===== config.mk =====
export PLATFORM = sky130hd
export DESIGN_NAME = round_robin_job_task_dispatcher
export DESIGN_NICKNAME = d
export VERILOG_FILES = /design/src/design/rrjd_pkg.sv /design/src/design/round_robin_job_task_dispatcher.sv
export SDC_FILE = /design/constraint.sdc
export NUM_CORES = 1
export LEC_CHECK = 0
export ABC_AREA = 1
export BUFFER_PORTS_ARGS = -buffer_cell sky130_fd_sc_hd__buf_2
export CAP_MARGIN = 20
export CORE_ASPECT_RATIO = 0.5
export CORE_MARGIN = 4
export CORE_UTILIZATION = 38
export CTS_CLUSTER_SIZE = 25
export DETAILED_ROUTE_END_ITERATION = 6
export PLACE_DENSITY = 0.53
export SETUP_SLACK_MARGIN = 0.05
export SYNTH_ARGS = -nofsm -noshare
export SYNTH_HDL_FRONTEND = slang
export SYNTH_SLANG_ARGS = --single-unit

===== constraint.sdc =====
create_clock -name clk -period 4 [get_ports clk]
set_input_delay 0.6 -clock clk [delete_from_list [all_inputs] [get_ports clk]]
set_output_delay 0.6 -clock clk [all_outputs]
set_load 0.005 [all_outputs]

===== src/design/rrjd_pkg.sv =====
// Shared constants for the round-robin job task dispatcher.
// No dependencies; used by the top level and its checker.
package rrjd_pkg;

  // Result status codes (m_tuser)
  localparam logic [2:0] STATUS_SENT    = 3'd0;
  localparam logic [2:0] STATUS_QUEUED  = 3'd1;
  localparam logic [2:0] STATUS_IGNORED = 3'd2;
  localparam logic [2:0] STATUS_FULL    = 3'd3;
  localparam logic [2:0] STATUS_NONE    = 3'd4;

  // Input kinds (s_tuser)
  localparam logic ACTION_NEW_JOB = 1'b0;
  localparam logic ACTION_READY   = 1'b1;

  // One ring entry
  typedef struct packed {
    logic [15:0] job_number;
    logic [15:0] task_count;
  } job_entry_t;

endpackage


===== src/design/round_robin_job_task_dispatcher.sv =====
// Round-robin job task dispatcher: ring of pending jobs in one synchronous RAM.
// Depends on rrjd_pkg.
//
// Usage:
//   Slave channel (s_*): one beat per event. s_tuser is the action (0 new job,
//   1 downstream ready); s_tdata carries job_number and task_total of a new job.
//   Master channel (m_*): exactly one result beat per input beat, in order.
//   m_tuser is the status, m_tdata carries sent_job, tasks_left, jobs_pending.
// Timing:
//   An accepted beat reads the ring head from the RAM in the accept cycle; the
//   next cycle updates the ring and loads the output register, unless the
//   receiver is stalling a previous result. m_tvalid rises with that update.
//   s_tready is low from the accept until the update, so a new beat is taken
//   only after the previous one has updated the ring.
// Stalls:
//   The output register holds a finished beat while a new beat is accepted.
//   If the receiver still stalls when that next item is ready, the item waits
//   in the update step and s_tready stays low until the output frees up.
// Reset:
//   rst (synchronous) empties the ring and drops any pending result. RAM
//   contents are not cleared; only slots written since are ever used.
module round_robin_job_task_dispatcher #(
  parameter int JOB_SLOTS = 16
) (
  input  logic        clk,
  input  logic        rst,
  input  logic        s_tvalid,
  output logic        s_tready,
  input  logic [31:0] s_tdata,   // [15:0] job_number, [31:16] task_total
  input  logic        s_tuser,   // [0] action
  output logic        m_tvalid,
  input  logic        m_tready,
  output logic [39:0] m_tdata,   // [15:0] sent_job, [31:16] tasks_left,
                                 // [36:32] jobs_pending, [39:37] zero
  output logic [2:0]  m_tuser    // [2:0] status
);

  localparam int SLOT_W = (JOB_SLOTS > 1) ? $clog2(JOB_SLOTS) : 1;
  localparam int OCC_W  = $clog2(JOB_SLOTS + 1);

  localparam logic ST_IDLE = 1'b0;
  localparam logic ST_EXEC = 1'b1;

  logic                 state;
  logic [SLOT_W-1:0]    head_slot;
  logic [SLOT_W-1:0]    tail_slot;
  logic [OCC_W-1:0]     occupancy;

  // Ring storage
  rrjd_pkg::job_entry_t job_ring [JOB_SLOTS];
  rrjd_pkg::job_entry_t rd_entry;

  // Held input beat
  logic                 item_action;
  logic [15:0]          item_number;
  logic [15:0]          item_total;

  logic                 accept;
  logic                 commit;
  logic                 wr_en;
  rrjd_pkg::job_entry_t wr_entry;
  logic [2:0]           status_next;
  logic [15:0]          sent_next;
  logic [15:0]          left_next;
  logic [15:0]          dec_count;
  logic [SLOT_W-1:0]    head_next;
  logic [SLOT_W-1:0]    tail_next;
  logic [OCC_W-1:0]     occupancy_next;
  logic [OCC_W+4:0]     pending_ext;

  assign s_tready = (state == ST_IDLE);
  assign accept   = s_tvalid && s_tready;
  assign commit   = (state == ST_EXEC) && (!m_tvalid || m_tready);
  assign dec_count = rd_entry.task_count - 16'd1;

  function automatic logic [SLOT_W-1:0] advance_slot(input logic [SLOT_W-1:0] slot);
    advance_slot = (slot == SLOT_W'(JOB_SLOTS - 1)) ? '0 : slot + 1'b1;
  endfunction

  // Work out the ring update and the result for the held beat
  always_comb begin
    wr_en          = 1'b0;
    wr_entry       = '{job_number: item_number, task_count: item_total};
    status_next    = rrjd_pkg::STATUS_NONE;
    sent_next      = '0;
    left_next      = '0;
    head_next      = head_slot;
    tail_next      = tail_slot;
    occupancy_next = occupancy;
    if (item_action == rrjd_pkg::ACTION_NEW_JOB) begin
      if (item_total == 16'd0) begin
        status_next = rrjd_pkg::STATUS_IGNORED;
      end else if (occupancy >= OCC_W'(JOB_SLOTS)) begin
        status_next = rrjd_pkg::STATUS_FULL;
      end else begin
        status_next    = rrjd_pkg::STATUS_QUEUED;
        wr_en          = 1'b1;
        tail_next      = advance_slot(tail_slot);
        occupancy_next = occupancy + 1'b1;
      end
    end else begin
      if (occupancy == '0) begin
        status_next = rrjd_pkg::STATUS_NONE;
      end else begin
        status_next = rrjd_pkg::STATUS_SENT;
        sent_next   = rd_entry.job_number;
        left_next   = dec_count;
        head_next   = advance_slot(head_slot);
        if (dec_count == 16'd0) begin
          occupancy_next = occupancy - 1'b1;
        end else begin
          // Move the job to the back of the ring
          wr_en     = 1'b1;
          wr_entry  = '{job_number: rd_entry.job_number, task_count: dec_count};
          tail_next = advance_slot(tail_slot);
        end
      end
    end
  end

  // RAM: read the head every cycle, write the tail on commit
  always_ff @(posedge clk) begin
    rd_entry <= job_ring[head_slot];
    if (commit && wr_en) begin
      job_ring[tail_slot] <= wr_entry;
    end
  end

  // Capture the accepted beat
  always_ff @(posedge clk) begin
    if (accept) begin
      item_action <= s_tuser;
      item_number <= s_tdata[15:0];
      item_total  <= s_tdata[31:16];
    end
  end

  // Control state and ring pointers
  always_ff @(posedge clk) begin
    if (rst) begin
      state     <= ST_IDLE;
      head_slot <= '0;
      tail_slot <= '0;
      occupancy <= '0;
      m_tvalid  <= 1'b0;
    end else begin
      case (state)
        ST_IDLE: begin
          if (accept) begin
            state <= ST_EXEC;
          end
        end
        ST_EXEC: begin
          if (commit) begin
            state     <= ST_IDLE;
            head_slot <= head_next;
            tail_slot <= tail_next;
            occupancy <= occupancy_next;
          end
        end
        default: begin
          state <= ST_IDLE;
        end
      endcase
      if (commit) begin
        m_tvalid <= 1'b1;
      end else if (m_tready) begin
        m_tvalid <= 1'b0;
      end
    end
  end

  assign pending_ext = {5'd0, occupancy_next};

  // Output register: load on commit, hold otherwise
  always_ff @(posedge clk) begin
    if (commit) begin
      m_tuser <= status_next;
      m_tdata <= {3'd0, pending_ext[4:0], left_next, sent_next};
    end
  end

endmodule


==> flow_summary.yaml, run 1 <==
finish:
  fillers: 5789
  fin_area_um2: 28500
  instances_no_fill: 2909
  num_antenna_cells: 0
  syn_to_final_growth_pct: 14.74
  regArea_um2: 18520
  final_util_pct: 44.65
  layout_common_cells: "585 x edfxtp_1, 362 x nor2_1, 192 x nand2_1"
  nNetsFinal: 2036
  multiInputGateArea_um2: 5743
  drive_gt1_share_pct: 13.69
  layout_commonest_cell: "edfxtp_1"
clock_tree:
  clock_latency_ns: 0.60
  clk_root_buffer_cell: "clkbuf_16"
  clk_path_buf_depth: 3
  cts_tree: "built"
  cts_resized: 0
  cts_num_sinks: 632
  htree_num_levels: 2
  cts_made_buffers: 57
  clk_pin_slew_worst_paths_ns: 0.07
  cts_hold_buf: 0
  cts_setup_buffers: 0
global_route:
  grt.total_usage_pct: 17.10
  antenna_found_initial: 1
  overflow: 0
  grt_pass1_wl_um: 91670
  grt_max_degree: 99
  grt_pass1_vias: 14634
sta:
  rsz0062_at_grt: "false"
  finalCritPeriodShare_pct: 88.39
  holdWs_ns: 0.1742
  finalSetupTns_ns: 0
  hold_viol_final: 0
  slew_violations: 0
  slew_headroom_pct: 31.99
  skew_ns: 0.01769
  setup_violations: 0
  fmax_ghz: 0.2828
  tightest_slew_ns: 1.020
  period_minus_slack_ns: 3.536
worst_hold_path:
  hold_start: "s_tdata[1]"
  hold_depth: 1
  min_to: "item_number[1]$_DFFE_PP_"
  hold_path_class: "in2reg"
place:
  dp_cells: 2800
  hpwl_um: 35810
  place_congestion: 0.8075
  place_area_um2: 26660
  numPortBuffers: 78
synthesis:
  synth_area_um2: 24840
  yosys_register_bits: 632
  yosysWarnings: 0
  yosys.area.top_type_share_pct: 70.71
  synth_xor_area_share_pct: 0.1763
  syn-instance-count: 1885
  synthTopCellsByArea: "edfxtp_1 71%, nor2_1 5.5%, dfxtp_1 3.8%"
  synth_edf_count: 585
  synth_compound_area_share_pct: 8.471
  synthFlopType: "edfxtp_1"
  async_flop_share_pct: 0
  synth.mux.area_fraction_pct: 2.135
  synth_top_family_by_area: "simple AND/OR/NAND/NOR gates"
  synth_fa_ha_area_share_pct: 0.4533
  synth-simple-area-share_pct: 11.28
  synth_cell_type_count: 35
  synth_top_cell_by_area: "edfxtp_1"
  syn_area_per_cell_um2: 13.18
  seq_area_frac_synth_pct: 74.50
floorplan:
  die_w_um: 369.6
  die_height_um: 188.8
  ios: 82
  coreArea_um2: 63840
  start_util_pct: 38.91
  rows: 65
  die_area_um2: 69780
detailed_routing:
  ant_nets: 0
  dr.pass1.iters: 5
  drc: 0
  vias: 15075
  wirelength_um: 60500
  drt_iter0_markers: 1293
  via_per_inst: 5.182
  post_drt_wl_per_cell_um: 20.80
critical_path:
  critPathMaxFanout: 18
  rr_endpoint: "job_ring[9][26]$_DFFE_PP_"
  r2r_start: "rd_entry[0]$_DFF_P_"
  crit_required_ns: 4.26
  end_kind: "flip-flop"
  crit_type: "reg2reg"
  r2r_setup_slack_ns: 0.46
  reg2reg_depth: 16
  critical_path_arrival_ns: 3.79
  cp-start-kind: "flip-flop"
pwr:
  p_leak_nw: 9.588
  power_density_nw_per_um2: 475.8
  ir_drop_uv: 273.6
status:
  status: "finished, final reports clean"
flow_run:
  drv_cap: 0
sequential cells by signal, indices dropped and copies added (netlist names):
signal,flops
job_ring,512
m_tdata,37
rd_entry,32
item_number,16
item_total,16
occupancy,5
head_slot,4
tail_slot,4
m_tuser,3
item_action,1
m_tvalid,1
state,1
kinds of logic (layout without fill, tap and decap cells):
group                      count (synthesis)  count (layout)
and+or+nand+nor                          687             687
DFF                                      632             632
AOI/OAI and AO/OA                        317             317
buffers and inverters                    181             332
muxes                                     53              53
adders and majority gates                  9               9
xor gates and xnor gates                   5               5
other                                      1               3
synthesized netlist by cell type, types with 3 or more instances:
cell	count
mux2i_1	53
clkbuf_1	88
o211ai_1	11
nor3_1	17
buf_1	4
buf_4	3
nand3b_1	3
nor2_2	6
buf_6	4
nor2_1	365
edfxtp_1	585
o21ai_1	12
dfxtp_1	47
o221ai_1	53
nand4_1	8
o32ai_1	75
nand2_2	4
nand3_1	84
inv_1	65
o21ai_0	154
nand2_1	193
xor2_1	5
ha_1	9
a21oi_1	8
buf_2	13
area by class of cell:
class / instances / area share (%)
Timing Repair Buffer: 156 / 3.740
Clock inverter: 30 / 0.9921
Sequential cell: 632 / 64.96
Multi-Input combinational cell: 1074 / 20.15
Clock buffer: 77 / 5.408
Tap cell: 871 / 3.823
Inverter: 69 / 0.9262
layer usage:
metal / track usage (%) / up-vias / wire length [um]
li1: - / 7109 / -
met1: 25.76 / 7548 / 29350
met2: 26.53 / 360 / 27290
met3: 2.716 / 58 / 3088
met4: 2.929 / 0 / 773
met5: 0 / - / 0
through the flow:
stage | power, W | setup WS, ns
final | 0.01356 | 0.4644
after CTS | 0.01371 | 0.4780
after global routing | 0.01410 | 0.2053
after detailed placement | 0.008305 | 0.4999
after floorplan | 0.007983 | -0.3001
after global placement | 0.008295 | 0.5468
worst max-delay path: stages (launching register included):
cell,delay (ns)
dfxtp_1,0.39
inv_1,0.09
ha_1,0.28
inv_1,0.10
nor2_1,0.07
nor2_1,0.25
nand2_1,0.09
nor2_1,0.11
nand2_1,0.06
nor2_1,0.10
nand3_1,0.12
nor2_4,0.15
nor2_2,0.07
inv_2,0.42
buf_4,0.30
nand2_1,0.08
o21ai_1,0.52
report_power, final:
group          switching, W  internal (W)  leakage (nW)  total [W]
registers         0.0000551       0.00742          5.70    0.00747
clock network       0.00238       0.00303         0.888    0.00541
logic              0.000487      0.000194          3.00   0.000681
how the worst max path moves through the flow:
stage                               from                        end  slack [ns]  depth (start not counted)
2_1_floorplan  occupancy[0]$_SDFFE_PP0P_   job_ring[1][0]$_DFFE_PP_       -0.30                         10
3_3_place_gp         rd_entry[0]$_DFF_P_  job_ring[8][28]$_DFFE_PP_        0.55                         16
3_5_place_dp         rd_entry[0]$_DFF_P_  job_ring[8][26]$_DFFE_PP_        0.50                         16
4_1_cts              rd_entry[0]$_DFF_P_  job_ring[8][14]$_DFFE_PP_        0.48                         16
5_1_grt              rd_entry[0]$_DFF_P_  job_ring[7][26]$_DFFE_PP_        0.21                         16
6_report             rd_entry[0]$_DFF_P_  job_ring[9][26]$_DFFE_PP_        0.46                         16
Power figures use the tool's default switching activity.
==> run 2, diff against run 1 <==
RECOVER_POWER = 100   (was default)
==> run 2 against run 1 <==
  * The flow now finishes with violations (max-capacitance violations, max-slew violations)
  * Register-to-register slack got worse by 0.11 ns
  * Cell count is essentially flat
  * Die area unchanged
  * Total power down 0.20%
  * Utilization is 0.53 points lower
  * Global-route usage unchanged
  * Combinational power decreased by 6.0%
  * Worst hold slack better by 0.0012 ns
  * Sequential cell count unchanged
  * First-iteration DRC count rose by 5.8%
==> flow_summary.yaml, run 2 (same netlist as run 1, synthesis figures left out) <==
status:
  status: "finished with violations"
  violations: "max-capacitance violations, max-slew violations"
global_route:
  grt_pass1_vias: 14634
  met1_usage_pct: 25.76
  top_usage_layer: "met2"
  antenna_found_initial: 1
  grt_use_met2_pct: 26.53
  overflow: 0
  grt.total_usage_pct: 17.10
  grt_max_degree: 99
  grt_pass1_wl_um: 91670
  use_met3_pct: 2.716
finish:
  largest_reg_flops: 512
  drive_gt1_share_pct: 9.372
  layout_common_cells: "585 x edfxtp_1, 365 x nor2_1, 195 x nand2_1"
  fillers: 5854
  top_register: "job_ring"
  regArea_um2: 18510
  layout_commonest_cell: "edfxtp_1"
  syn_to_final_growth_pct: 13.38
  multiInputGateArea_um2: 5639
  nNetsFinal: 2036
  top_regs: "job_ring: 512 flops, m_tdata: 37 flops, rd_entry: 32 flops"
detailed_routing:
  ant_nets: 0
  dr.pass1.iters: 5
  via_per_inst: 5.179
  drc: 0
  post_drt_wl_per_cell_um: 20.88
  wirelength_um: 60750
  drt_iter0_markers: 1368
  vias: 15072
place:
  numPortBuffers: 78
  place_congestion: 0.8075
  hpwl_um: 35810
clock_tree:
  clk_pin_slew_worst_paths_ns: 0.07
  cts_setup_buffers: 0
  cts_num_sinks: 632
  cts_resized: 0
  clk_root_buffer_cell: "clkbuf_16"
  htree_num_levels: 2
  clock_latency_ns: 0.60
  clk_path_buf_depth: 3
  cts_tree: "built"
  cts_made_buffers: 57
  cts_hold_buf: 0
critical_path:
  crit_required_ns: 4.38
  end_kind: "flip-flop"
  critPathMaxFanout: 18
  critical_path_arrival_ns: 4.02
  cp-start-kind: "flip-flop"
  crit_type: "reg2reg"
sta:
  fmax_ghz: 0.2742
  setup_violations: 0
  hold_viol_final: 0
  period_minus_slack_ns: 3.647
  skew_ns: 0.01227
  slew_headroom_pct: -75.31
  rsz0062_at_grt: "false"
  finalSetupTns_ns: 0
  finalCritPeriodShare_pct: 91.17
  slew_violations: 126
  tightest_slew_ns: 2.620
floorplan:
  die_w_um: 369.6
  coreArea_um2: 63840
  rows: 65
  ios: 82
  die_area_um2: 69780
  start_util_pct: 38.91
  die_height_um: 188.8
worst_hold_path:
  hold_path_class: "in2reg"
flow_run:
  drv_cap: 3
pwr:
  ir_drop_uv: 275.7
  p_leak_nw: 9.340
  power_w: 0.01354
  power_density_nw_per_um2: 480.6
## run 2: stage by stage
step / util [%] / setup slack [ns] / cells / hold WS [ns] / area, um2
2_1_floorplan: - / -0.3001 / 1887 / 0.4491 / 24880
5_1_grt: 44.12 / 0.1082 / 2909 / 0.1384 / 28160
3_5_place_dp: 41.77 / 0.4999 / 2800 / 0.4815 / 26660
6_report: 44.12 / 0.3534 / 2910 / 0.1754 / 28170
3_3_place_gp: 41.68 / 0.5468 / 2796 / 0.4742 / 26610
4_1_cts: 44.62 / 0.4780 / 2907 / 0.1287 / 28490
## run 2: path summary, 6_finish.rpt
path / from / cells after the start / to / slack (ns)
worst min register to register: m_tvalid$_SDFFE_PP0P_ / 2 / m_tvalid$_SDFFE_PP0P_ / 0.49
worst min-delay path: s_tdata[5] / 1 / item_number[5]$_DFFE_PP_ / 0.18
worst max-delay path: rd_entry[0]$_DFF_P_ / 17 / job_ring[11][3]$_DFFE_PP_ / 0.35
worst max register to register: rd_entry[0]$_DFF_P_ / 17 / job_ring[11][3]$_DFFE_PP_ / 0.35
## run 2: area by class of cell
class / count / area share, %
multi-input combinational: 1074 / 20.02
timing repair buffer: 156 / 2.958
clock inverter: 30 / 1.004
inverter: 69 / 0.9373
antenna: 1 / 0.008884
tap: 871 / 3.869
clock buffer: 77 / 5.473
sequential: 632 / 65.73
## run 2: critical path, cell delays in order (launching register included)
cell and delay, ns:
dfxtp_1 0.38, inv_1 0.09, ha_1 0.27, inv_1 0.10, nor2_1 0.07, nor2_1 0.25
nand2_1 0.09, nor2_1 0.11, nand2_1 0.06, nor2_1 0.10, nand3_1 0.12, nor2_4 0.13
nor2_1 0.08, inv_2 0.41, clkbuf_1 0.28, nand2_1 0.19, o21ai_0 0.27, clkbuf_2 0.40
## run 2: power by group
| part | leakage (nW) | switching, W | total [W] | internal [W] |
|---|---|---|---|---|
| combinational | 2.75 | 0.000481 | 0.000640 | 0.000159 |
| clock | 0.888 | 0.00239 | 0.00541 | 0.00303 |
| sequential | 5.70 | 0.0000554 | 0.00748 | 0.00743 |
| total | 9.34 | 0.00292 | 0.0135 | 0.0106 |
## run 2: routing by layer
layer | vias up | share of wire (%)
met4 | 0 | 1.2
li1 | 7113 | -
met3 | 57 | 4.8
met1 | 7539 | 49
met5 | - | 0
met2 | 363 | 45
